File: src/hdl/pcxrle_pkg.sv
// pcxrle_pkg: shared types, operation codes and colour packing for the pcx rle decoder
// no dependencies; imported by pcxrle_palette, pcx_rle_palette_decoder_core and tb
package pcxrle_pkg;

    localparam int unsigned PALETTE_ENTRIES = 256;
    localparam int unsigned PAL_AW          = $clog2(PALETTE_ENTRIES);

    // operation codes
    localparam logic [1:0] OP_PALETTE = 2'd0;
    localparam logic [1:0] OP_DATA    = 2'd1;
    localparam logic [1:0] OP_RESTART = 2'd2;

    // configuration register indexes
    localparam int unsigned CFG_IDX_W        = 1;
    localparam logic [CFG_IDX_W-1:0] REG_IMAGE_WIDTH  = 1'd0;
    localparam logic [CFG_IDX_W-1:0] REG_IMAGE_HEIGHT = 1'd1;
    localparam int unsigned CFG_DATA_W       = 13;

    localparam logic [CFG_DATA_W-1:0] IMAGE_WIDTH_RST  = 13'd640;
    localparam logic [CFG_DATA_W-1:0] IMAGE_HEIGHT_RST = 13'd480;

    // top two bits of a run marker byte
    localparam logic [1:0] RUN_MARK = 2'b11;

    typedef struct packed {
        logic [1:0] operation;
        logic [7:0] data_byte;
        logic [7:0] entry_index;
        logic [7:0] red;
        logic [7:0] green;
        logic [7:0] blue;
    } in_item_t;

    typedef struct packed {
        logic [15:0] pixel;
        logic [11:0] column;
        logic [11:0] row;
        logic        last_of_run;
        logic        end_of_image;
    } out_item_t;

    typedef struct packed {
        logic              wr_en;
        logic [PAL_AW-1:0] wr_addr;
        logic [15:0]       wr_data;
        logic              rd_en;
        logic [PAL_AW-1:0] rd_addr;
    } pal_req_t;

    function automatic logic [15:0] rgb565(input logic [7:0] r, input logic [7:0] g,
                                           input logic [7:0] b);
        rgb565 = {r[7:3], g[7:2], b[7:3]};
    endfunction

endpackage

File: src/hdl/pcx_rle_palette_decoder_core.sv
// pcx_rle_palette_decoder_core: top level of the pcx 8-bit rle decoder with rgb565 palette
// depends on pcxrle_pkg and pcxrle_palette
//
// Decodes the 8-bit run-length stream of a pcx picture into rgb565 pixels in raster
// order. Load the palette first (operation 0): each colour is cut to 5-6-5 bits as it
// is stored; reading a palette entry that was never written gives an undefined colour.
// A data byte (operation 1) with both top bits set is a run marker carrying a count in
// its low six bits (0xc0 is a run of zero); the next data byte is the palette index
// repeated that many times. Any other data byte is one pixel. Runs wrap across rows;
// the pixel at the last column of the last row carries end_of_image, the position then
// returns to the origin and the rest of that run is dropped. Operation 2 restarts the
// image (palette kept), operation 3 is ignored. image_width and image_height take 0 as
// 1 and anything above MAX_DIM as MAX_DIM; write them only while the block is idle.
// Palette writes, restarts, markers and empty runs produce no pixel and leave the block idle; an
// input that yields pixels is first read from the palette (a registered read), then goes one
// pixel a cycle into the single output register while m_ready does not hold it off, and no
// new input is taken until its last pixel is loaded. No clearing pass after reset.
module pcx_rle_palette_decoder_core import pcxrle_pkg::*; #(
    parameter int unsigned MAX_DIM = 4096
) (
    input  logic                  aclk,
    input  logic                  aresetn,
    // encoded input
    input  logic                  s_valid,
    output logic                  s_ready,
    input  in_item_t              s_item,
    // pixel output
    output logic                  m_valid,
    input  logic                  m_ready,
    output out_item_t             m_item,
    // configuration writes
    input  logic                  cfg_valid,
    output logic                  cfg_ready,
    input  logic [CFG_IDX_W-1:0]  cfg_index,
    input  logic [CFG_DATA_W-1:0] cfg_data
);

    localparam logic [31:0] MAX_DIM_L = 32'(MAX_DIM);

    typedef enum logic {
        ST_IDLE,
        ST_EMIT
    } state_t;

    state_t                state_reg, state_next;
    logic                  armed_reg, armed_next;
    logic [5:0]            run_len_reg, run_len_next;
    logic [5:0]            cnt_reg, cnt_next;
    logic [11:0]           col_reg, col_next;
    logic [11:0]           row_reg, row_next;
    logic [CFG_DATA_W-1:0] width_reg, width_next;
    logic [CFG_DATA_W-1:0] height_reg, height_next;
    logic                  m_valid_reg, m_valid_next;
    out_item_t             m_item_reg, m_item_next;

    pal_req_t              pal_req;
    logic [15:0]           pal_rd_data;

    logic                  s_xfer;
    logic                  cfg_xfer;
    logic                  load;
    logic [CFG_DATA_W-1:0] w_eff;
    logic [CFG_DATA_W-1:0] h_eff;
    logic                  row_end;
    logic                  img_end;
    logic                  is_marker;

    // out-of-range dimensions are pulled into 1..MAX_DIM
    function automatic logic [CFG_DATA_W-1:0] clamp_dim(input logic [CFG_DATA_W-1:0] v);
        if (v == '0) begin
            clamp_dim = CFG_DATA_W'(1);
        end else if (32'(v) > MAX_DIM_L) begin
            clamp_dim = MAX_DIM_L[CFG_DATA_W-1:0];
        end else begin
            clamp_dim = v;
        end
    endfunction

    pcxrle_palette u_palette (
        .aclk    (aclk),
        .req     (pal_req),
        .rd_data (pal_rd_data)
    );

    // input is taken only between items; the output register may still hold a pixel
    assign s_ready   = (state_reg == ST_IDLE);
    assign s_xfer    = s_valid && s_ready;
    assign cfg_ready = 1'b1;
    assign cfg_xfer  = cfg_valid && cfg_ready;

    assign m_valid = m_valid_reg;
    assign m_item  = m_item_reg;

    // a new pixel goes into the output register when it is empty or being drained
    assign load = (state_reg == ST_EMIT) && (!m_valid_reg || m_ready);

    assign w_eff     = clamp_dim(width_reg);
    assign h_eff     = clamp_dim(height_reg);
    // "at or beyond" tests so a shrunken image wraps at the next pixel
    assign row_end   = ({1'b0, col_reg} + 13'd1) >= w_eff;
    assign img_end   = row_end && (({1'b0, row_reg} + 13'd1) >= h_eff);
    assign is_marker = (s_item.data_byte[7:6] == RUN_MARK);

    // palette port: writes and the colour read both happen at the input transfer
    always_comb begin
        pal_req.wr_en   = s_xfer && (s_item.operation == OP_PALETTE);
        pal_req.wr_addr = s_item.entry_index;
        pal_req.wr_data = rgb565(s_item.red, s_item.green, s_item.blue);
        pal_req.rd_en   = s_xfer && (s_item.operation == OP_DATA);
        pal_req.rd_addr = s_item.data_byte;
    end

    always_comb begin
        state_next   = state_reg;
        armed_next   = armed_reg;
        run_len_next = run_len_reg;
        cnt_next     = cnt_reg;
        col_next     = col_reg;
        row_next     = row_reg;
        width_next   = width_reg;
        height_next  = height_reg;
        m_valid_next = m_valid_reg;
        m_item_next  = m_item_reg;

        if (cfg_xfer) begin
            unique case (cfg_index)
                REG_IMAGE_WIDTH:  width_next  = cfg_data;
                REG_IMAGE_HEIGHT: height_next = cfg_data;
                default: ;
            endcase
        end

        // output register drains on a transfer
        if (m_valid_reg && m_ready) begin
            m_valid_next = 1'b0;
        end

        unique case (state_reg)
            ST_IDLE: begin
                if (s_xfer) begin
                    unique case (s_item.operation)
                        OP_RESTART: begin
                            armed_next   = 1'b0;
                            run_len_next = '0;
                            col_next     = '0;
                            row_next     = '0;
                        end
                        OP_DATA: begin
                            if (armed_reg) begin
                                // this byte is the run index; an empty run yields nothing
                                armed_next   = 1'b0;
                                run_len_next = '0;
                                cnt_next     = run_len_reg;
                                if (run_len_reg != '0) begin
                                    state_next = ST_EMIT;
                                end
                            end else if (is_marker) begin
                                armed_next   = 1'b1;
                                run_len_next = s_item.data_byte[5:0];
                            end else begin
                                cnt_next   = 6'd1;
                                state_next = ST_EMIT;
                            end
                        end
                        default: ;
                    endcase
                end
            end
            ST_EMIT: begin
                if (load) begin
                    m_valid_next             = 1'b1;
                    m_item_next.pixel        = pal_rd_data;
                    m_item_next.column       = col_reg;
                    m_item_next.row          = row_reg;
                    m_item_next.end_of_image = img_end;
                    m_item_next.last_of_run  = img_end || (cnt_reg == 6'd1);
                    cnt_next                 = cnt_reg - 6'd1;
                    if (img_end) begin
                        // back to the origin, rest of the run dropped
                        col_next   = '0;
                        row_next   = '0;
                        state_next = ST_IDLE;
                    end else begin
                        if (row_end) begin
                            col_next = '0;
                            row_next = row_reg + 12'd1;
                        end else begin
                            col_next = col_reg + 12'd1;
                        end
                        if (cnt_reg == 6'd1) begin
                            state_next = ST_IDLE;
                        end
                    end
                end
            end
            default: state_next = ST_IDLE;
        endcase
    end

    always_ff @(posedge aclk) begin
        if (!aresetn) begin
            state_reg   <= ST_IDLE;
            armed_reg   <= 1'b0;
            run_len_reg <= '0;
            cnt_reg     <= '0;
            col_reg     <= '0;
            row_reg     <= '0;
            width_reg   <= IMAGE_WIDTH_RST;
            height_reg  <= IMAGE_HEIGHT_RST;
            m_valid_reg <= 1'b0;
        end else begin
            state_reg   <= state_next;
            armed_reg   <= armed_next;
            run_len_reg <= run_len_next;
            cnt_reg     <= cnt_next;
            col_reg     <= col_next;
            row_reg     <= row_next;
            width_reg   <= width_next;
            height_reg  <= height_next;
            m_valid_reg <= m_valid_next;
        end
    end

    // pixel payload needs no reset
    always_ff @(posedge aclk) begin
        m_item_reg <= m_item_next;
    end

endmodule

File: src/hdl/pcxrle_palette.sv
// pcxrle_palette: 256 x 16 palette memory, one write and one registered read per cycle
// depends on pcxrle_pkg for the request struct
module pcxrle_palette import pcxrle_pkg::*; (
    input  logic        aclk,
    input  pal_req_t    req,
    output logic [15:0] rd_data
);

    logic [15:0] mem [PALETTE_ENTRIES];
    logic [15:0] rd_data_reg;

    always_ff @(posedge aclk) begin
        if (req.wr_en) begin
            mem[req.wr_addr] <= req.wr_data;
        end
    end

    always_ff @(posedge aclk) begin
        if (req.rd_en) begin
            rd_data_reg <= mem[req.rd_addr];
        end
    end

    assign rd_data = rd_data_reg;

endmodule

File: config.mk
export PLATFORM = sky130hd
export DESIGN_NAME = pcx_rle_palette_decoder_core
export DESIGN_NICKNAME = d
export VERILOG_FILES = /design/src/hdl/pcxrle_pkg.sv /design/src/hdl/pcx_rle_palette_decoder_core.sv /design/src/hdl/pcxrle_palette.sv
export SDC_FILE = /design/constraint.sdc
export NUM_CORES = 2
export LEC_CHECK = 0
export BUFFER_PORTS_ARGS = -buffer_cell sky130_fd_sc_hd__clkbuf_2
export CAP_MARGIN = 10
export CORE_MARGIN = 3
export CORE_UTILIZATION = 32
export CTS_BUF_LIST = sky130_fd_sc_hd__clkbuf_4 sky130_fd_sc_hd__clkbuf_8
export DETAILED_ROUTE_END_ITERATION = 10
export PLACE_DENSITY = 0.48
export SLEW_MARGIN = 20
export SYNTH_ARGS = -nofsm -noshare
export SYNTH_HDL_FRONTEND = slang
export SYNTH_HIERARCHICAL = 1
export SYNTH_SLANG_ARGS = --single-unit
File: constraint.sdc
create_clock -name aclk -period 3.5 [get_ports aclk]
set_input_delay 1.05 -clock aclk [delete_from_list [all_inputs] [get_ports aclk]]
set_output_delay 1.05 -clock aclk [all_outputs]
set_load 0.05 [all_outputs]
# Yosys cells after proc, flatten, opt, wreduce, memory -nomap -nowiden

Memories as Yosys holds them, arrays and structs flattened. A register that Yosys moved wholly into a read port is not among the register bits.
Cells that the tools add are included.

Memory bits (writable): 4,096
Register bits after elaboration: 107
Memories: 1
Output and inout bits: 45

Memory list:

| memory        | words | width | rd ports | clocked after Yosys merged registers in | write ports | RTL line            | text |
|---|---|---|---|---|---|---|---|
| u_palette.mem | 256   | 16    | 1        | 1                                       | 1           | pcxrle_palette.sv:9 | `logic [15:0] mem [PALETTE_ENTRIES];` |

Reduce and logical (&&, ||, !) cells: 22
Magnitude comparators: 4
Multiplexer cells: 40
Bitwise operators: 2
Eq/ne operators: 11
Add/sub/neg operators: 5

Operators with widths:

| cell                  | count |
|---|---|
| $mux 12               | 8 |
| $mux 13               | 4 |
| $pmux 12 s2           | 2 |
| $mux 6                | 7 |
| $add 12x1->13 const B | 2 |
| $ge 13x13->1          | 2 |
| $gt 13x13->1 const B  | 2 |
| $logic_not 13->1      | 2 |
| $add 12x1->12 const B | 2 |
| $pmux 6 s2            | 2 |
| $mux 1                | 15 |
| $reduce_and 4->1      | 3 |
| $ne 2x1->1 const B    | 4 |
| $eq 6x1->1 const B    | 1 |
| $logic_and 1x1->1     | 6 |
| $ne 3x3->1 const B    | 2 |
| $reduce_and 2->1      | 3 |
| $reduce_and 3->1      | 2 |
| $reduce_bool 6->1     | 1 |
| $sub 6x1->6 const B   | 1 |
| $eq 2x2->1 const B    | 2 |
| $pmux 1 s2            | 2 |
| $ne 3x1->1 const B    | 1 |
| $eq 2x1->1 const B    | 1 |
| other kinds (5)       | 7 |

# Logic depth before layout (Yosys ltp)

Depth in word-level cells: 8
Depth in mapped cells: 15
Depth with buffers taken out: 14

# By module

The synthesis kept the hierarchy.

Modules (own cells, without submodules):

| module                       | cells each | area an instance (µm²) | instances | sequential area each (µm²) |
|---|---|---|---|---|
| pcxrle_palette               | 7,360      | 158,874.9              | 1         | 123,478.4 |
| pcx_rle_palette_decoder_core | 526        | 5,167.5                | 1         | 2,562.5 |

# Worst setup path after synthesis

Ideal clock, no wire load.

Path kind: in2reg
From: input port m_ready
To: register row_reg[7]
Setup time: 0.117 ns
Required time: 3.383 ns
Arrival time: 3.524 ns
Stages: 7
Slack: -0.141 ns
Cells stage by stage: nand2b_1 and2_1 clkbuf_1 a21oi_1 a21o_4 a22o_1 a22o_1

Cells in the longest elaborated chain, start to end: 4

RTL lines:

| element                           | RTL line                            | text |
|---|---|---|
| start, declared                   | pcx_rle_palette_decoder_core.sv:29  | `input logic m_ready,` |
| $logic_or 1x1->1                  | pcx_rle_palette_decoder_core.sv:95  | `assign load = (state_reg == ST_EMIT) && (!m_valid_reg \|\| m_ready);` |
| $logic_and 1x1->1                 | pcx_rle_palette_decoder_core.sv:95  |  |
| $ne 2x1->1 (no source line)       | n/a                                 |  |
| $reduce_and 4->1 (no source line) | n/a                                 |  |
| end signal, assigned              | pcx_rle_palette_decoder_core.sv:217 | `row_reg <= row_next;` |
| end, declared                     | pcx_rle_palette_decoder_core.sv:50  | `logic [11:0] row_reg, row_next;` |

No other way between the ends.
A chain may end at the register's enable or synchronous reset.

==> run metrics <==
Critical Path Start s_item[32]; Initial Util around 32%; crit share post-route a little over nine tenths; IO Pins roughly 110; Yosys reg bits roughly 4.2k; CP bufs+invs 4; hpwl dp between 300,000 and 400,000 um; Placed Area 183,900 um2; critical path arrival around 4300 ps; Switching Fraction a little under a quarter; GR Util All Layers roughly 18%; syn_area_per_cell between 20 and 25 um2; via count around 86k; Crit-path slowest cell o21ai_0; final net count 9,414; Crit path required time between 4000 and 5000 ps; Critical Path Sink u_palette/rd_data[9]; logic gate share of total power 5.8%; Primary FF master, synth edfxtp_1; Largest register FFs ~4.1k; Max Freq ~310 MHz; pin count of the biggest net entering global routing 122; Area Overhead vs Synth 20.41%; final slew viol count 0; most frequent cells after synthesis edfxtp_1 (4,154), mux4_2 (797), mux2i_1 (566), nor2_1 (321), o221ai_1 (252); Crit. End Element register; class of the worst hold path in2reg; DRC viols 0; P_leak 0.06391 uW; number of CTS-inserted buffers between 700 and 800; Synth Net Count between 7k and 8k; GRT overflow 0; routability congestion estimate approximately 0.84; first-pass GRT wire length ~680,000 um; CP max FO 26; Die W 722.0 um; sequential fraction of the synthesis area between 70% and 80%; worst r2r dst row_reg[7]; clock root buffer clkbuf_8; CTS tree done; # rows about 260; Fillers roughly 46k; Mapped Cells about 7.9k; Int Pwr 80,280 uW; total core area about 510,000 um2; Power per Cell Area ~530 nW/um2; CP Class in2reg; final core utilization 38.72%; R2R setup slack 240 ps; Hold Worst Slack around 160 ps; # setup viols final 0; Synth Cell Area roughly 160,000 um2; Tot Pwr between 100,000 and 150,000 uW; clk sink count ~4.2k; Die Ht between 700 and 800 um; initial antenna violation count 28; Slew @ Worst Pin between 1000 and 1500 ps; Final Instance Area slightly below 200,000 um2; largest area contributor in the netlist edfxtp_1; fin crit period around 3300 ps; Rel. slew slack about a quarter; post-synth cell types 76; Reg-to-Reg Start row_reg[2]; Clock Path Buffers 4; most common cell in the netlist edfxtp_1; drt wl/cell 29.09 um; Reg power frac between 50 and 60%; Routed Antenna Nets 0; worst-path cell chain buf_12, buf_4, buf_12, buf_4, mux2i_1, o221ai_1, o22ai_1, o21ai_0, nand3_1, nor4_1; placed cells approximately 15k; routed wire length 482,900 um; Worst VDD drop roughly 0.00047 V; FF-to-FF path depth 12; P_sw 23,520 uW; Final Hold Viols 0; # Max-Cap Violations 0; vias per inst a little over 5; vias in the first global route around 89k; WP depth 10; Max Clock Skew just under 70 ps; top post-synthesis cells by area edfxtp_1 (76%), mux4_2 (11%), mux2i_1 (3.5%), o221ai_1 (1.3%), dfxtp_1 (0.79%); clk slew on worst S/H paths 60 ps; asr flop ratio synth 0%; # H-tree levels 6; Clk Latency, worst-skew pair between 1000 and 1500 ps; Post-synth EDFFs 4,154; die area between 500,000 and 600,000 um2; Final Non-Filler Cells around 17k; Startpoint Class input port; Initial DRC Count between 8k and 9k; Crit path max-delay family buffers and inverters; RSZ-0062 raised after global routing false; outcome finished, final reports clean; Syn. warnings 6; drt pass-1 iters 6; peak per-stage delay on the critical path 680 ps; Clock power frac between 40% and 50%; share of cells above drive strength 1 33.47%; Synth top area share between 70% and 80%; I/O Buffers 96
-- repair_timing --
| action | in CTS | in global routing |
|---|---|---|
| pin swaps | 0 | 4 |
| endpoints found under the setup margin | 1 | 26 |
| hold buffers | 13 | 0 |
| endpoints found under the hold margin | 26 | 0 |
| gates resized for setup | 2 | 10 |
| cloned | 0 | 2 |
| setup buffers | 0 | 2 |
-- logic make-up (layout without fill, tap and decap cells) --
family	count (synthesis)	after routing	share of synthesized area, %
mux	1451	1451	15.00
fa+ha+maj	33	33	0.2517
compound gates	896	897	3.922
other cells	1	17	0.002286
flops	4219	4219	76.83
simple gates	772	773	2.143
xor+xnor	17	17	0.09076
buf+inv	497	2465	1.757
-- through the flow --
stage,TNS [ps],worst slack (ps)
2_1_floorplan,-41180,-32.50
3_3_place_gp,-12360,-1013
3_5_place_dp,-12370,-1055
4_1_cts,0,21.04
5_1_grt,0,23.03
6_report,0,221.4
-- worst min-delay path by stage --
stage,from,end,cells past startpoint
finish,s_item[20],u_palette/mem[61][12],1
global route,s_item[20],u_palette/mem[61][12],1
CTS,s_item[7],u_palette/mem[79][4],1
detailed placement,height_reg[0],height_reg[0],2
global placement,height_reg[0],height_reg[0],2
floorplan,u_palette/rd_data[0],m_item[26],0
-- power by group through the flow --
stage	Combinational [uW]	Sequential, uW	Clock (uW)
global placement	6000	56600	0
detailed placement	6090	56600	0
floorplan	2770	56700	0
CTS	6110	55600	43400
finish	6050	55600	42200
global route	6390	55600	45700
-- layer usage --
layer,GRT usage (%),part of all wire (%),up-vias
li1,-,-,36210
met1,25.83,44,46490
met2,28.71,47,2853
met3,3.419,6.6,708
met4,4.868,2.6,14
met5,0,0.019,-
-- cell usage in the layout, fill, tap and decap left out, types with 197 or more instances in the layout --
master and n:
nor2_1 227, buf_12 402, clkbuf_4 248, edfxtp_1 4154, a21oi_1 197, buf_4 693, o221ai_1 252, mux4_2 797
mux2i_1 566, clkbuf_8 722
-- final cells by class --
type | instances | area [um2] | share of cell area (%)
inverters | 20 | 87.58 | 0.04434
flip-flops and latches | 4219 | 126000 | 63.81
clock inverters | 274 | 1612 | 0.8159
multi-input cells | 3172 | 35490 | 17.97
diodes | 16 | 40.04 | 0.02027
clock buffers | 968 | 11780 | 5.963
well taps | 6732 | 8423 | 4.264
repair buffers | 1203 | 14050 | 7.113
Note: power is estimated with default switching activity, not from simulation.
